==> config.mk <==
export PLATFORM = sky130hd
export DESIGN_NAME = isl_cell
export DESIGN_NICKNAME = d
export VERILOG_FILES = /design/src/rtl/isl_pkg.sv /design/src/rtl/isl_cell.sv
export SDC_FILE = /design/constraint.sdc
export NUM_CORES = 1
export LEC_CHECK = 0
export ABC_AREA = 1
export CAP_MARGIN = 20
export CORE_MARGIN = 2
export CORE_UTILIZATION = 35
export CTS_CLUSTER_SIZE = 14
export DETAILED_ROUTE_END_ITERATION = 12
export DONT_BUFFER_PORTS = 1
export GPL_TIMING_DRIVEN = 0
export SYNTH_ARGS = -nofsm -noshare
export SYNTH_HDL_FRONTEND = slang
export SYNTH_SLANG_ARGS = --single-unit
==> constraint.sdc <==
create_clock -name clk -period 8.4 [get_ports clk]
set_clock_uncertainty 0.15 [all_clocks]
set_input_delay 1.26 -clock clk [delete_from_list [all_inputs] [get_ports clk]]
set_output_delay 1.26 -clock clk [all_outputs]
set_load 0.01 [all_outputs]
==> src/rtl/isl_pkg.sv <==
// ----------------------------------------------------------------------------
// isl_pkg: shared types and codes for the indexed shift list
// Operation, status and element kind codes, and the per-cell command.
// ----------------------------------------------------------------------------
package isl_pkg;

  // operation codes carried in in_tuser
  localparam logic [1:0] MODE_APPEND = 2'd0;
  localparam logic [1:0] MODE_INSERT = 2'd1;
  localparam logic [1:0] MODE_READ   = 2'd2;
  localparam logic [1:0] MODE_POP    = 2'd3;

  // result status codes carried in out_tuser
  localparam logic [1:0] STATUS_OK    = 2'd0;
  localparam logic [1:0] STATUS_FULL  = 2'd1;
  localparam logic [1:0] STATUS_RANGE = 2'd2;

  // element kind register values
  localparam logic [1:0] KIND_BYTE   = 2'd0;
  localparam logic [1:0] KIND_INT    = 2'd1;
  localparam logic [1:0] KIND_FLOAT  = 2'd2;
  localparam logic [1:0] KIND_SPARE  = 2'd3;  // keeps all 32 bits, like integer

  localparam int ELEM_W = 32;

  // what every cell of the row does at the clock edge
  typedef enum logic [1:0] {
    CELL_HOLD,
    CELL_APPEND,
    CELL_INSERT,
    CELL_POP
  } cell_op_t;

  typedef struct packed {
    cell_op_t op;
  } cell_cmd_t;

endpackage

==> src/rtl/isl_cell.sv <==
// ----------------------------------------------------------------------------
// isl_cell: one storage cell of the shift row
// Holds one element; loads the new value, its left or its right neighbor.
// ----------------------------------------------------------------------------
module isl_cell #(
  parameter int IDX = 0,
  parameter int PW  = 8
) (
  input  logic                         clk,
  input  isl_pkg::cell_cmd_t           cmd,
  input  logic [PW-1:0]                pos,
  input  logic [isl_pkg::ELEM_W-1:0]   wr_val,
  input  logic [isl_pkg::ELEM_W-1:0]   left_data,
  input  logic [isl_pkg::ELEM_W-1:0]   right_data,
  output logic [isl_pkg::ELEM_W-1:0]   data
);

  logic [isl_pkg::ELEM_W-1:0] data_r;
  logic [isl_pkg::ELEM_W-1:0] data_nxt;
  logic                       at_pos;
  logic                       past_pos;

  assign at_pos   = (pos == PW'(IDX));
  assign past_pos = (PW'(IDX) > pos);

  always_comb begin
    data_nxt = data_r;
    case (cmd.op)
      isl_pkg::CELL_APPEND: begin
        if (at_pos) data_nxt = wr_val;
      end
      isl_pkg::CELL_INSERT: begin
        if (past_pos) data_nxt = left_data;
        else if (at_pos) data_nxt = wr_val;
      end
      isl_pkg::CELL_POP: begin
        if (past_pos || at_pos) data_nxt = right_data;
      end
      default: data_nxt = data_r;
    endcase
  end

  always_ff @(posedge clk) begin
    data_r <= data_nxt;
  end

  assign data = data_r;

endmodule

## After elaboration in Yosys (flattened, before gate mapping)

Cells that the tools add are included.

| word-level totals | value |
|---|---|
| input port bits | 107 |
| register bits | 32 |
| word-level logic and storage cells | 14 |

| operators by class | value |
|---|---|
| mux-type cells | 4 |
| reductions and logical operators | 4 |
| order comparisons | 1 |
| eq/ne operators | 4 |

Operators by type and width:

| operator | count |
|---|---|
| $mux 32 | 3 |
| $pmux 32 s3 | 1 |
| $gt 1x8->1 const A | 1 |
| $logic_not 8->1 | 1 |
| $eq 2x2->1 const B | 2 |
| $reduce_bool 3->1 | 1 |
| $eq 2x1->1 const B | 1 |
| $ne 2x2->1 const B | 1 |
| $reduce_and 2->1 | 1 |
| $logic_or 1x1->1 | 1 |

## Logic depth before layout (Yosys ltp)

| logic depth | value |
|---|---|
| depth after elaboration | 4 |
| mapped depth | 7 |

## Worst setup path after synthesis

No wires, ideal clock.

| timing path | value |
|---|---|
| kind | input to register |
| start point | input cmd[0] (netlist name) |
| end point | register data_r, in the netlist data[0] (enable) |
| setup time | 0.425 ns |
| arrival | 3.045 ns |
| stages on the path | 3 |
| setup slack | 4.779 ns |
| path buffers | 1 |
| cells stage by stage | ha_1 > buf_2 > o21ai_1 |

| on the way | value |
|---|---|
| cells in the longest elaborated chain, start to end | 3 |
| elaborated cells between the ends (all ways) | 6 |
| those cells by class | eq/ne: 4; reduce/logical: 2 |

RTL lines:

| item | RTL line | source |
|---|---|---|
| start: declaration | isl_cell.sv:10 | `input isl_pkg::cell_cmd_t cmd,` |
| $eq 2x2->1 or $eq 2x1->1 (tied branches) | isl_cell.sv:28 | `case (cmd.op)` |
| $ne 2x2->1 (no line) or $reduce_bool 3->1 (tied branches) | n/a |  |
| $reduce_and 2->1 (no line) * | n/a |  |
| end signal: assignment | isl_cell.sv:44 | `data_r <= data_nxt;` |
| end: declaration | isl_cell.sv:18 | `logic [isl_pkg::ELEM_W-1:0] data_r;` |

Every way passes the cells marked *; elsewhere a longest branch is shown, timed or not.
A chain may end at the register's enable or synchronous reset.

## Final worst setup path

| timing path | value |
|---|---|
| start point | input pos[4] |
| end point | register data_r, in the netlist data[29] (enable) |

| on the way | value |
|---|---|
| cells in the longest elaborated chain, start to end | 4 |
| elaborated cells between the ends (all ways) | 5 |
| those cells by class | order compare: 1; eq/ne: 1; reduce/logical: 3 |

RTL lines:

| item | RTL line | source |
|---|---|---|
| start: declaration | isl_cell.sv:11 | `input logic [PW-1:0] pos,` |
| $gt 1x8->1 or $logic_not 8->1 (tied branches) | isl_cell.sv:24, isl_cell.sv:23 |  |
| $logic_or 1x1->1 * | isl_cell.sv:37 | `if (past_pos \|\| at_pos) data_nxt = right_data;` |
| $ne 2x2->1 (no line) * | n/a |  |
| $reduce_and 2->1 (no line) * | n/a |  |

Marks and branches as above.

==> flow_results.xml <==
<?xml version="1.0" encoding="UTF-8"?>
<metrics>
  <group name="timing">
    <metric name="fmax" unit="MHz">386.6</metric>
    <metric name="worst_slack" unit="ns">5.813</metric>
    <metric name="maxSlewHeadroom" unit="%">66.06</metric>
    <metric name="worst-slew-pin-transition" unit="ns">0.5091</metric>
    <metric name="setup-tns-final" unit="ns">0</metric>
    <metric name="final-setup-viol-count" unit="">0</metric>
    <metric name="timing_hold_violations_final" unit="">0</metric>
    <metric name="rsz0062_at_grt" unit="">false</metric>
    <metric name="timing.final.crit_period" unit="ns">2.587</metric>
    <metric name="timing_max_transition_violations_final" unit="">0</metric>
    <metric name="post-route-period-util" unit="%">30.79</metric>
  </group>
  <group name="final_layout">
    <metric name="mostFrequentLayoutCell" unit="">sky130_fd_sc_hd__nand2_1</metric>
    <metric name="largest_reg_flops" unit="">32</metric>
    <metric name="antenna_cells_inserted" unit="">0</metric>
    <metric name="fillers" unit="">592</metric>
    <metric name="finish.utilization" unit="%">40.02</metric>
    <metric name="layout-drive-gt1-share" unit="%">7.605</metric>
    <metric name="finish.net_count" unit="">371</metric>
    <metric name="synthToLayoutAreaGrowth" unit="%">10.13</metric>
    <metric name="post-route-cell-area" unit="mm2">0.002217</metric>
    <metric name="most-common-layout-cells" unit="">sky130_fd_sc_hd__nand2_1 (99), sky130_fd_sc_hd__inv_1 (34), sky130_fd_sc_hd__o21bai_1 (32), sky130_fd_sc_hd__nand3_1 (32), sky130_fd_sc_hd__edfxtp_1 (32)</metric>
  </group>
  <group name="drt">
    <metric name="wl_per_cell" unit="um">14.91</metric>
    <metric name="route.vias.total" unit="">1608</metric>
    <metric name="drt_drc_violations_left" unit="">0</metric>
    <metric name="drt.antenna.violating_nets" unit="">0</metric>
    <metric name="first_pass_iters" unit="">4</metric>
    <metric name="route.final.wire_length" unit="mm">4.995</metric>
    <metric name="drtIter0Drc" unit="">33</metric>
    <metric name="vias_per_cell" unit="">4.800</metric>
  </group>
  <group name="placed_design">
    <metric name="gp_congestion" unit="">0.6860</metric>
    <metric name="place.detailed.hpwl" unit="mm">3.575</metric>
    <metric name="portBuffers" unit="">0</metric>
    <metric name="dp_slack" unit="ns">5.491</metric>
    <metric name="dpl_cell_area" unit="mm2">0.002135</metric>
  </group>
  <group name="global_route">
    <metric name="antenna_found_initial" unit="">0</metric>
    <metric name="grt_overflow" unit="">0</metric>
    <metric name="grt_pass1_vias" unit="">1604</metric>
    <metric name="grt_usage" unit="%">15.97</metric>
    <metric name="grt_start_max_net_pins" unit="">25</metric>
    <metric name="grt_first_pass_wirelength" unit="mm">7.803</metric>
  </group>
  <group name="synth">
    <metric name="postSynthRegisterBits" unit="">32</metric>
    <metric name="synth_xor_area_share" unit="%">0</metric>
    <metric name="synth.avg_cell_area" unit="um2">7.926</metric>
    <metric name="synth_compound_gate_area_share" unit="%">12.18</metric>
    <metric name="netlist_area" unit="mm2">0.002013</metric>
    <metric name="post_synth_fa_ha_maj_area_fraction" unit="%">1.243</metric>
    <metric name="yosys_warnings" unit="">0</metric>
    <metric name="synth.mux.area_fraction" unit="%">0</metric>
    <metric name="synth_fp_nets" unit="">363</metric>
    <metric name="synth_seq_area_share" unit="%">47.73</metric>
    <metric name="synth_cell_type_count" unit="">14</metric>
    <metric name="synth-simple-area-share" unit="%">28.03</metric>
    <metric name="synth_top_family_by_area" unit="">simple AND/OR/NAND/NOR gates</metric>
    <metric name="post_synth_inst_count" unit="">254</metric>
  </group>
  <group name="power_and_ir_drop">
    <metric name="worst_ir_drop_vdd" unit="V">0.00006771</metric>
    <metric name="total_leakage_power" unit="uW">0.0009451</metric>
    <metric name="totalPowerFinal" unit="uW">382.8</metric>
    <metric name="pwr_per_cell_area" unit="mW/mm2">172.7</metric>
  </group>
  <group name="clock_network">
    <metric name="tritoncts_num_sinks" unit="">32</metric>
    <metric name="clock_tree_from_tritoncts" unit="">done</metric>
    <metric name="cts.clk_slew.worst_paths" unit="ns">0.07</metric>
    <metric name="h_tree_depth" unit="">2</metric>
    <metric name="post_cts_resized" unit="">0</metric>
    <metric name="clockBufferDepth" unit="">2</metric>
    <metric name="worstSkewPairLatency" unit="ns">0.28</metric>
    <metric name="post-cts-setup-buffers" unit="">0</metric>
    <metric name="cts.hold.buffers_added" unit="">0</metric>
    <metric name="cts_made_buffers" unit="">5</metric>
    <metric name="root_buffer" unit="">sky130_fd_sc_hd__clkbuf_8</metric>
  </group>
  <group name="floorplanning">
    <metric name="die_w" unit="um">79.84</metric>
    <metric name="fp.coreArea" unit="mm2">0.005540</metric>
    <metric name="floorplan.die.height" unit="um">79.84</metric>
    <metric name="placementRows" unit="">27</metric>
    <metric name="design.die.area" unit="mm2">0.006374</metric>
    <metric name="boundaryPins" unit="">139</metric>
    <metric name="floorplan.initialDensity" unit="%">36.34</metric>
  </group>
  <group name="critical_path">
    <metric name="setup.worst_path.end_class" unit="">flip-flop</metric>
    <metric name="rr_worst_depth" unit="">3</metric>
    <metric name="type_of_element_launching_the_critical_path" unit="">input port</metric>
    <metric name="crit_start" unit="">pos[4]</metric>
    <metric name="worstSetupPathType" unit="">in -&gt; reg</metric>
    <metric name="r2r-end" unit="">data[30]$_DFFE_PP_</metric>
    <metric name="reg2reg_setup_slack" unit="ns">7.22</metric>
    <metric name="critical_path.reg2reg.startpoint" unit="">data[30]$_DFFE_PP_</metric>
    <metric name="crit_fanout" unit="">24</metric>
    <metric name="crit_arrival" unit="ns">2.42</metric>
    <metric name="setup.worst_path.end" unit="">data[29]$_DFFE_PP_</metric>
    <metric name="timing.critical_path.required" unit="ns">8.23</metric>
  </group>
  <group name="outcome">
    <metric name="run_status" unit="">finished clean</metric>
  </group>
  <group name="job">
    <metric name="maxCapViolations" unit="">0</metric>
  </group>
  <group name="hold_path">
    <metric name="worstHoldPathType" unit="">reg -&gt; reg</metric>
  </group>
</metrics>
synth_stat cells, drive strengths merged:
cell type,n,area share (%)
buf,11,3.5
inv,34,6.3
nor2,5,1.3
ha,2,1.2
clkbuf,5,0.93
o21bai,32,12
o21ai,1,0.25
edfxtp,32,48
nand2,100,19
nand3,32,8.0
kinds of logic after synthesis:
family                   after synthesis
adder cells (fa/ha/maj)                2
flip-flops                            32
AND/OR/NAND/NOR                      137
buffers and inverters                 50
AO/OA/AOI/OAI                         33
report_power, final:
group          switching [uW]  internal (uW)  total (uW)
registers                16.7            199         216
clock network            57.7           56.2         114
logic                    31.1           22.2        53.3
critical path, stage by stage:
cell and delay, ns:
sky130_fd_sc_hd__nor2_1 0.08, sky130_fd_sc_hd__nand2_1 0.17, sky130_fd_sc_hd__nor2_4 0.22, sky130_fd_sc_hd__buf_6 0.18, sky130_fd_sc_hd__nand2_1 0.09, sky130_fd_sc_hd__o21ai_4 0.16
sky130_fd_sc_hd__buf_12 0.24
worst min-delay path by stage:
stage | startpoint | end | cells past startpoint
6_report | data[16]$_DFFE_PP_ | data[16]$_DFFE_PP_ | 3
5_1_grt | data[8]$_DFFE_PP_ | data[8]$_DFFE_PP_ | 3
4_1_cts | data[16]$_DFFE_PP_ | data[16]$_DFFE_PP_ | 3
3_5_place_dp | data[16]$_DFFE_PP_ | data[16]$_DFFE_PP_ | 3
3_3_place_gp | data[16]$_DFFE_PP_ | data[16]$_DFFE_PP_ | 3
2_1_floorplan | data[0]$_DFFE_PP_ | data[0]$_DFFE_PP_ | 3
metrics by stage:
step,cells,hold slack (ns)
global placement,326,0.5693
finish,335,0.5862
CTS,335,0.5903
detailed placement,327,0.5734
global route,335,0.6311
floorplan,254,0.5442
metal layers:
| metal | share of wire, % | vias to the layer above | routed length [um] | track usage (%) |
|---|---|---|---|---|
| li1 | - | 828 | - | - |
| met1 | 43 | 714 | 2148 | 19.43 |
| met2 | 48 | 60 | 2406 | 27.14 |
| met3 | 7.9 | 6 | 393 | 4.977 |
| met4 | 0.92 | 0 | 46 | 4.576 |
| met5 | 0 | - | 0 | 0 |
final cells by class:
cell class                 count  area [um2]  area share (%)
multi-input combinational    172       845.8           38.15
buffer                        16       90.09           4.063
timing repair buffer           1       20.02          0.9029
inverter                      34       127.6           5.756
clock buffer                   5       68.82           3.104
clock inverter                 3       13.76          0.6208
sequential                    32       960.9           43.34
tap                           72       90.09           4.063
Note: power is estimated with default switching activity, not from simulation.
